`src/design/cpp_pkg.sv`:
```
// ----------------------------------------------------------------------------
// Closest pair package
// Shared types and constants for the closest pair of points block.
// ----------------------------------------------------------------------------
`default_nettype none

package cpp_pkg;

  localparam int unsigned COORD_W       = 24;
  localparam int unsigned LIMIT_W       = 52;
  localparam int unsigned DIST_W        = 49;
  localparam int unsigned OUT_IDX_W     = 4;
  localparam int unsigned MAX_POINTS_DEF = 16;

  localparam int unsigned APB_ADDR_W = 4;
  localparam int unsigned APB_DATA_W = 64;

  localparam logic [APB_ADDR_W-1:0] ADDR_LIMIT  = 4'h0;
  localparam logic [LIMIT_W-1:0]    LIMIT_RESET = 52'd6553600000000;

  typedef struct packed {
    logic signed [COORD_W-1:0] x;
    logic signed [COORD_W-1:0] y;
  } point_t;

  typedef struct packed {
    logic signed [COORD_W-1:0] x_coord;
    logic signed [COORD_W-1:0] y_coord;
    logic                      last_point;
  } in_t;

  typedef struct packed {
    logic [OUT_IDX_W-1:0] first_index;
    logic [OUT_IDX_W-1:0] second_index;
    logic                 pair_found;
    logic                 overflow;
  } out_t;

endpackage

`default_nettype wire

```
`src/design/cpp_cell.sv`:
```
// ----------------------------------------------------------------------------
// Point cell
// One stage of the point ring: holds a stored point and either takes the
// point of its neighbor or loads a new point.
// ----------------------------------------------------------------------------
`default_nettype none

module cpp_cell
  import cpp_pkg::*;
(
  input  wire    clk_i,
  input  wire    shift_i,
  input  wire    load_i,
  input  point_t nb_pt_i,
  input  point_t ld_pt_i,
  output point_t pt_o
);

  point_t pt_q;

  always_ff @(posedge clk_i) begin
    if (load_i) begin
      pt_q <= ld_pt_i;
    end else if (shift_i) begin
      pt_q <= nb_pt_i;
    end
  end

  assign pt_o = pt_q;

endmodule

`default_nettype wire

```
`src/design/cpp_dist.sv`:
```
// ----------------------------------------------------------------------------
// Squared distance pipeline
// Three stages: absolute differences, squares, sum. Carries a valid bit and
// the index of the stored point alongside the data.
// ----------------------------------------------------------------------------
`default_nettype none

module cpp_dist
  import cpp_pkg::*;
#(
  parameter int unsigned IDX_W = 4
) (
  input  wire                clk_i,
  input  wire                rst_ni,
  input  wire                valid_i,
  input  wire  [IDX_W-1:0]   idx_i,
  input  point_t             a_i,
  input  point_t             b_i,
  output logic               valid_o,
  output logic [IDX_W-1:0]   idx_o,
  output logic [DIST_W-1:0]  dist_o,
  output logic               busy_o
);

  logic signed [COORD_W:0]   dx, dy;
  logic        [COORD_W-1:0] adx, ady;

  logic                      v1_q, v2_q, v3_q;
  logic [IDX_W-1:0]          i1_q, i2_q, i3_q;
  logic [COORD_W-1:0]        adx_q, ady_q;
  logic [2*COORD_W-1:0]      sqx_q, sqy_q;
  logic [DIST_W-1:0]         sum_q;

  always_comb begin
    dx  = (COORD_W+1)'(b_i.x) - (COORD_W+1)'(a_i.x);
    dy  = (COORD_W+1)'(b_i.y) - (COORD_W+1)'(a_i.y);
    // The magnitude of a 25-bit difference of 24-bit values fits in 24 bits.
    adx = dx[COORD_W] ? COORD_W'(-dx) : COORD_W'(dx);
    ady = dy[COORD_W] ? COORD_W'(-dy) : COORD_W'(dy);
  end

  always_ff @(posedge clk_i or negedge rst_ni) begin
    if (!rst_ni) begin
      v1_q <= 1'b0;
      v2_q <= 1'b0;
      v3_q <= 1'b0;
    end else begin
      v1_q <= valid_i;
      v2_q <= v1_q;
      v3_q <= v2_q;
    end
  end

  always_ff @(posedge clk_i) begin
    i1_q  <= idx_i;
    adx_q <= adx;
    ady_q <= ady;
    i2_q  <= i1_q;
    sqx_q <= adx_q * adx_q;
    sqy_q <= ady_q * ady_q;
    i3_q  <= i2_q;
    sum_q <= DIST_W'(sqx_q) + DIST_W'(sqy_q);
  end

  assign valid_o = v3_q;
  assign idx_o   = i3_q;
  assign dist_o  = sum_q;
  assign busy_o  = v1_q | v2_q | v3_q;

endmodule

`default_nettype wire

```
`src/design/closest_pair_of_points.sv`:
```
// ----------------------------------------------------------------------------
// Closest pair of points
// Brute force search for the closest pair in a set of up to MAX_POINTS points.
// ----------------------------------------------------------------------------
// Points arrive on the input channel, one per transfer, the final point of a
// set marked by last_point. Each point is compared against every point stored
// earlier in the set; the stored points sit in a ring of cells that rotates
// once per cycle during a sweep, past a shared squared distance pipeline.
// After the final point one result transfer carries the indices of the
// closest pair whose squared distance lies strictly below the programmed
// limit, ties going to the lexicographically first pair.
// Each accepted point is swept through a full rotation of the ring, then the
// pipeline drains and a finish step does the bookkeeping; only then is the
// next point accepted. Points past capacity skip the sweep and the drain.
// The result is loaded into the output register in the finish step of the
// final point, whether or not that point is past capacity.
// The result waits in an output register while the receiver stalls, and new
// points of the next set are still accepted meanwhile; only a second result
// holds the input off until the first one is taken.
// Reset clears the set and restores the limit register to its default.
// ----------------------------------------------------------------------------
`default_nettype none

module closest_pair_of_points
  import cpp_pkg::*;
#(
  parameter int unsigned MAX_POINTS = MAX_POINTS_DEF
) (
  input  wire                    clk_i,
  input  wire                    rst_ni,
  input  wire                    in_valid_i,
  output logic                   in_stall_o,
  input  in_t                    in_data_i,
  output logic                   out_valid_o,
  input  wire                    out_stall_i,
  output out_t                   out_data_o,
  input  wire                    psel,
  input  wire                    penable,
  input  wire                    pwrite,
  input  wire  [APB_ADDR_W-1:0]  paddr,
  input  wire  [APB_DATA_W-1:0]  pwdata,
  output logic [APB_DATA_W-1:0]  prdata,
  output logic                   pready
);

  localparam int unsigned IDX_W = $clog2(MAX_POINTS);
  localparam int unsigned CNT_W = $clog2(MAX_POINTS + 1);
  localparam logic [IDX_W-1:0] LAST_STEP = IDX_W'(MAX_POINTS - 1);
  localparam logic [CNT_W-1:0] FULL_CNT  = CNT_W'(MAX_POINTS);

  typedef enum logic [1:0] {
    ST_IDLE,
    ST_SWEEP,
    ST_DRAIN,
    ST_FINISH
  } state_e;

  state_e              state_q;
  logic [LIMIT_W-1:0]  limit_q;
  point_t              new_pt_q;
  logic                last_q;
  logic [CNT_W-1:0]    count_q;
  logic [CNT_W-1:0]    n_q;
  logic [IDX_W-1:0]    step_q;
  logic                pair_valid_q;
  logic                overflow_q;
  logic [DIST_W-1:0]   best_sq_q;
  logic [IDX_W-1:0]    best_first_q;
  logic [IDX_W-1:0]    best_second_q;
  logic                out_valid_q;
  out_t                out_q;

  point_t              ring_pt [MAX_POINTS];
  logic                sweep;
  logic                load_step;

  logic                d_valid;
  logic [IDX_W-1:0]    d_idx;
  logic [DIST_W-1:0]   d_dist;
  logic                d_busy;
  logic [LIMIT_W-1:0]  d_ext;
  logic                take;
  logic                cfg_wr;

  logic [IDX_W+OUT_IDX_W-1:0] first_ext, second_ext;

  // Configuration port.
  assign cfg_wr = psel & penable & pwrite & (paddr == ADDR_LIMIT);
  assign pready = 1'b1;
  assign prdata = (paddr == ADDR_LIMIT) ? APB_DATA_W'(limit_q) : '0;

  always_ff @(posedge clk_i or negedge rst_ni) begin
    if (!rst_ni) begin
      limit_q <= LIMIT_RESET;
    end else if (cfg_wr) begin
      limit_q <= pwdata[LIMIT_W-1:0];
    end
  end

  // Ring of stored points. Cell 0 is the head seen by the distance pipeline;
  // a full rotation brings every point back to its own cell.
  assign sweep     = (state_q == ST_SWEEP);
  assign load_step = sweep && (step_q == LAST_STEP);

  for (genvar k = 0; k < MAX_POINTS; k++) begin : g_cell
    cpp_cell u_cell (
      .clk_i   (clk_i),
      .shift_i (sweep),
      .load_i  (load_step && (n_q[IDX_W-1:0] == IDX_W'(k))),
      .nb_pt_i (ring_pt[(k + 1) % MAX_POINTS]),
      .ld_pt_i (new_pt_q),
      .pt_o    (ring_pt[k])
    );
  end

  cpp_dist #(
    .IDX_W (IDX_W)
  ) u_dist (
    .clk_i   (clk_i),
    .rst_ni  (rst_ni),
    .valid_i (sweep && (CNT_W'(step_q) < n_q)),
    .idx_i   (step_q),
    .a_i     (ring_pt[0]),
    .b_i     (new_pt_q),
    .valid_o (d_valid),
    .idx_o   (d_idx),
    .dist_o  (d_dist),
    .busy_o  (d_busy)
  );

  // Pairs arrive in increasing second index, so a tie only needs the first
  // index compared.
  always_comb begin
    d_ext = LIMIT_W'(d_dist);
    take  = d_valid && (d_ext < limit_q) &&
            (!pair_valid_q || (d_dist < best_sq_q) ||
             ((d_dist == best_sq_q) && (d_idx < best_first_q)));
  end

  assign first_ext  = {{OUT_IDX_W{1'b0}}, best_first_q};
  assign second_ext = {{OUT_IDX_W{1'b0}}, best_second_q};

  always_ff @(posedge clk_i or negedge rst_ni) begin
    if (!rst_ni) begin
      state_q       <= ST_IDLE;
      new_pt_q      <= '0;
      last_q        <= 1'b0;
      count_q       <= '0;
      n_q           <= '0;
      step_q        <= '0;
      pair_valid_q  <= 1'b0;
      overflow_q    <= 1'b0;
      best_sq_q     <= '0;
      best_first_q  <= '0;
      best_second_q <= '0;
      out_valid_q   <= 1'b0;
      out_q         <= '0;
    end else begin
      // A result loaded in the same cycle keeps the output register full.
      if (out_valid_q && !out_stall_i && !((state_q == ST_FINISH) && last_q)) begin
        out_valid_q <= 1'b0;
      end

      if (take) begin
        best_sq_q     <= d_dist;
        best_first_q  <= d_idx;
        best_second_q <= n_q[IDX_W-1:0];
        pair_valid_q  <= 1'b1;
      end

      unique case (state_q)
        ST_IDLE: begin
          if (in_valid_i) begin
            new_pt_q.x <= in_data_i.x_coord;
            new_pt_q.y <= in_data_i.y_coord;
            last_q     <= in_data_i.last_point;
            n_q        <= count_q;
            step_q     <= '0;
            if (count_q == FULL_CNT) begin
              overflow_q <= 1'b1;
              state_q    <= ST_FINISH;
            end else begin
              state_q <= ST_SWEEP;
            end
          end
        end
        ST_SWEEP: begin
          step_q <= step_q + 1'b1;
          if (step_q == LAST_STEP) begin
            count_q <= count_q + 1'b1;
            state_q <= ST_DRAIN;
          end
        end
        ST_DRAIN: begin
          if (!d_busy) begin
            state_q <= ST_FINISH;
          end
        end
        ST_FINISH: begin
          if (!last_q) begin
            state_q <= ST_IDLE;
          end else if (!out_valid_q || !out_stall_i) begin
            out_q.first_index  <= pair_valid_q ? first_ext[OUT_IDX_W-1:0] : '0;
            out_q.second_index <= pair_valid_q ? second_ext[OUT_IDX_W-1:0] : '0;
            out_q.pair_found   <= pair_valid_q;
            out_q.overflow     <= overflow_q;
            out_valid_q        <= 1'b1;
            count_q            <= '0;
            pair_valid_q       <= 1'b0;
            overflow_q         <= 1'b0;
            state_q            <= ST_IDLE;
          end
        end
        default: state_q <= ST_IDLE;
      endcase
    end
  end

  assign in_stall_o  = (state_q != ST_IDLE);
  assign out_valid_o = out_valid_q;
  assign out_data_o  = out_q;

endmodule

`default_nettype wire

```
`config.mk`:
```
export PLATFORM = sky130hd
export DESIGN_NAME = closest_pair_of_points
export DESIGN_NICKNAME = d
export VERILOG_FILES = /design/src/design/cpp_pkg.sv /design/src/design/cpp_cell.sv /design/src/design/cpp_dist.sv /design/src/design/closest_pair_of_points.sv
export SDC_FILE = /design/constraint.sdc
export NUM_CORES = 2
export LEC_CHECK = 0
export ABC_AREA = 1
export BUFFER_PORTS_ARGS = -buffer_cell sky130_fd_sc_hd__buf_2
export CAP_MARGIN = 20
export CORE_MARGIN = 2
export CORE_UTILIZATION = 65
export CTS_CLUSTER_DIAMETER = 40
export DETAILED_ROUTE_END_ITERATION = 12
export HOLD_SLACK_MARGIN = 0.05
export PLACE_DENSITY = 0.93
export SKIP_CTS_REPAIR_TIMING = 1
export SYNTH_ARGS = -nofsm -noshare
export SYNTH_HDL_FRONTEND = slang
export SYNTH_HIERARCHICAL = 1
export SYNTH_SLANG_ARGS = --single-unit
```
`constraint.sdc`:
```
create_clock -name clk_i -period 14.6 [get_ports clk_i]
set_clock_uncertainty 0.15 [all_clocks]
set_input_delay 2.92 -clock clk_i [delete_from_list [all_inputs] [get_ports clk_i]]
set_output_delay 2.92 -clock clk_i [all_outputs]
set_load 0.01 [all_outputs]
```
==> out/qor.yml <==
setup_path:
  startpoint: "paddr[1]"
  critPathArrivalTime_ps: 4640
  critPathRequiredTime_ps: 11530
  worstSetupStartpointType: "input pin"
  crit_path_max_incr_delay_ps: 1140
  critPathCaptureType: "output port"
  slowest_stage: "or4_2"
  path_max_fanout: 53
  r2r_cells: 21
  r2r_start: "u_dist/adx_q[4]"
  critical_path_class: "in -> out"
  crit_top_cell: "buf_2"
  path_cells: "buf_2, or4_2, nor2_1, buf_2"
synthesis:
  async_flop_share_pct: 16.37
  synthFlopType: "edfxtp_1"
  synth_seq_area_share_pct: 35.46
  yosysTopAreaCell: "edfxtp_1"
  syn_area_um2: 89940
  synth_warnings: 6
  syn_avg_cell_area_um2: 8.446
  netlist_instances: 10650
  netlist.area_leader.share_pct: 25.64
  synth_area_leaders: "edfxtp_1, fa_1, nand2_1, inv_1, ha_1"
  synth_cell_types: 60
  synth_edf_count: 768
  ys_seq_elements: 1161
route:
  drt-wirelength-per-cell_um: 20.34
  dr.pass1.iters: 10
  route.detailed.drc: 0
  vias: 74880
  via_per_inst: 5.914
  drtIter0Drc: 9911
  drt.antenna.violating_nets: 0
  drt_wl_total_um: 257500
timing:
  min_period_ps: 7710
  setup_viol: 0
  holdWs_ps: 177.4
  setup_ws_ps: 6890
  max_slew_margin_pct: 20.31
  tightest_slew_ps: 1194
  finalCritPeriodShare_pct: 52.81
  max_freq_mhz: 129.7
  fin_setup_tns_ps: 0
  slew_viol_final: 0
  finalHoldViolCount: 0
  rsz0062_at_grt: "false"
cts:
  cts_max_level: 4
  cts.clk_slew.worst_paths_ps: 70
  max-clock-path-buffers: 3
  ctsRootBufferMaster: "clkbuf_16"
  numCtsBuffers: 139
  clk-insertion-delay-late_ps: 820
  cts_tree: "yes"
  cts.sinks: 1161
final_layout:
  final_common_cell: "nand2_1"
  syn2layout_area_growth_pct: 7.831
  drive_above_1_share_pct: 6.341
  layout_common_cells: "nand2_1, inv_1, fa_1, edfxtp_1, ha_1"
  layout.nets: 12280
floorplanning:
  start_util_pct: 65.49
  ios: 201
  core_area_um2: 137300
  die_h_um: 376.0
  std_cell_rows: 136
  die-width_um: 376.0
  die-area_um2: 141400
run_status:
  status: "complete, no violations"
place:
  pre_cts_slack_ps: 6947
  gp_congestion: 0.9841
  io_buffers: 175
  hpwlAfterDp_um: 175500
global_routing:
  grt_max_degree: 105
  grt_pass1_vias: 78880
  grt-ovfl-total: 0
  grt_pass1_wl_um: 405400
  antenna_found_initial: 7
  track_usage_pct: 36.55
min_path:
  min_from: "u_dist/i2_q[3]"
  hold_class: "reg -> reg"
  whs_path_depth: 0
job:
  drv_cap: 0
layer usage:
metal	track usage (%)	share of wire [%]	vias to the layer above
met2	60.83	47	5673
met4	24.11	7.7	6
li1	-	-	32500
met1	41.98	33	35040
met3	9.200	12	1663
met5	0	0.017	-
cell usage after synthesis (4+ instances only):
cell and instances:
a21o_1 27, clkbuf_1 121, a21oi_2 5, nand2_4 4
a221oi_1 5, dfxtp_1 203, nand3_2 13, o21bai_1 19
dfrtp_1 178, nand3b_1 7, a211oi_1 4, nor2_2 20
buf_6 78, buf_4 39, xnor2_1 65, a21boi_0 6
o211ai_1 5, nand3_1 262, a21oi_1 244, nand4_1 38
nand2_2 36, ha_1 564, a31oi_1 35, inv_2 23
nor2_1 415, nor3_1 28, or2_1 16, inv_1 1967
nand2_1 4129, o21ai_0 156, o21a_1 13, xor2_1 116
fa_1 845, dfstp_2 12, nor4_1 25, edfxtp_1 768
o21ai_1 9, buf_2 102, o21ai_2 12, or2_2 5
worst max-delay path, delay by kind of cell:
kind / cells / cell delay (ps)
buffers and inverters: 2 / 270
AND/OR/NAND/NOR: 2 / 1450
metrics by stage:
stage / std cells / area, um2 / utilization [%]
2_1_floorplan: 10660 / 89980 / -
3_3_place_gp: 12390 / 91830 / 66.87
3_5_place_dp: 12390 / 91950 / 66.96
4_1_cts: 12650 / 96860 / 70.53
5_1_grt: 12660 / 96980 / 70.62
6_report: 12660 / 96980 / 70.62
layout make-up:
cell class                 instances  area, um2
multi-input combinational       7166      48580
fill                            9100      40340
sequential                      1161      31900
inverter                        1992       7482
clock buffer                     183       3944
tap                             1794       2245
timing repair buffer             286       1866
clock inverter                    77      964.7
antenna                            1      2.502
final timing paths:
kind                                    end  slack (ps)
min in group asynchronous        limit_q[7]        1970
min reg2reg                 u_dist/idx_o[3]         180
max in group asynchronous        state_q[1]       10210
max                              prdata[35]        6890
min                         u_dist/idx_o[3]         180
max reg2reg                u_dist/sqx_q[36]        7150
state kept, by name, indices dropped and copies added, names as in the netlist, 2 cells and up:
signal / flops
g_cell.u_cell/pt_o: 768
limit_q: 52
best_sq_q: 49
u_dist/dist_o: 49
new_pt_q: 48
u_dist/sqx_q: 47
u_dist/sqy_q: 47
u_dist/adx_q: 24
u_dist/ady_q: 24
out_data_o: 10
count_q: 5
n_q: 5
best_first_q: 4
best_second_q: 4
step_q: 4
u_dist/i1_q: 4
u_dist/i2_q: 4
u_dist/idx_o: 4
state_q: 2
cell families after synthesis:
logic type / Yosys count / synth area share (%)
XOR/XNOR: 181 / 1.763
buffers and inverters: 2333 / 10.70
other: 2 / 0.008350
multiplexers: 1 / 0.01113
AO/OA/AOI/OAI: 549 / 3.443
adder cells (fa/ha/maj): 1409 / 26.66
AND/OR/NAND/NOR: 5013 / 21.95
flip-flops: 1161 / 35.46
Power is left out: the tool's default activity adds up to more than one toggle a clock period on the data nets, which glitch-free logic cannot reach.
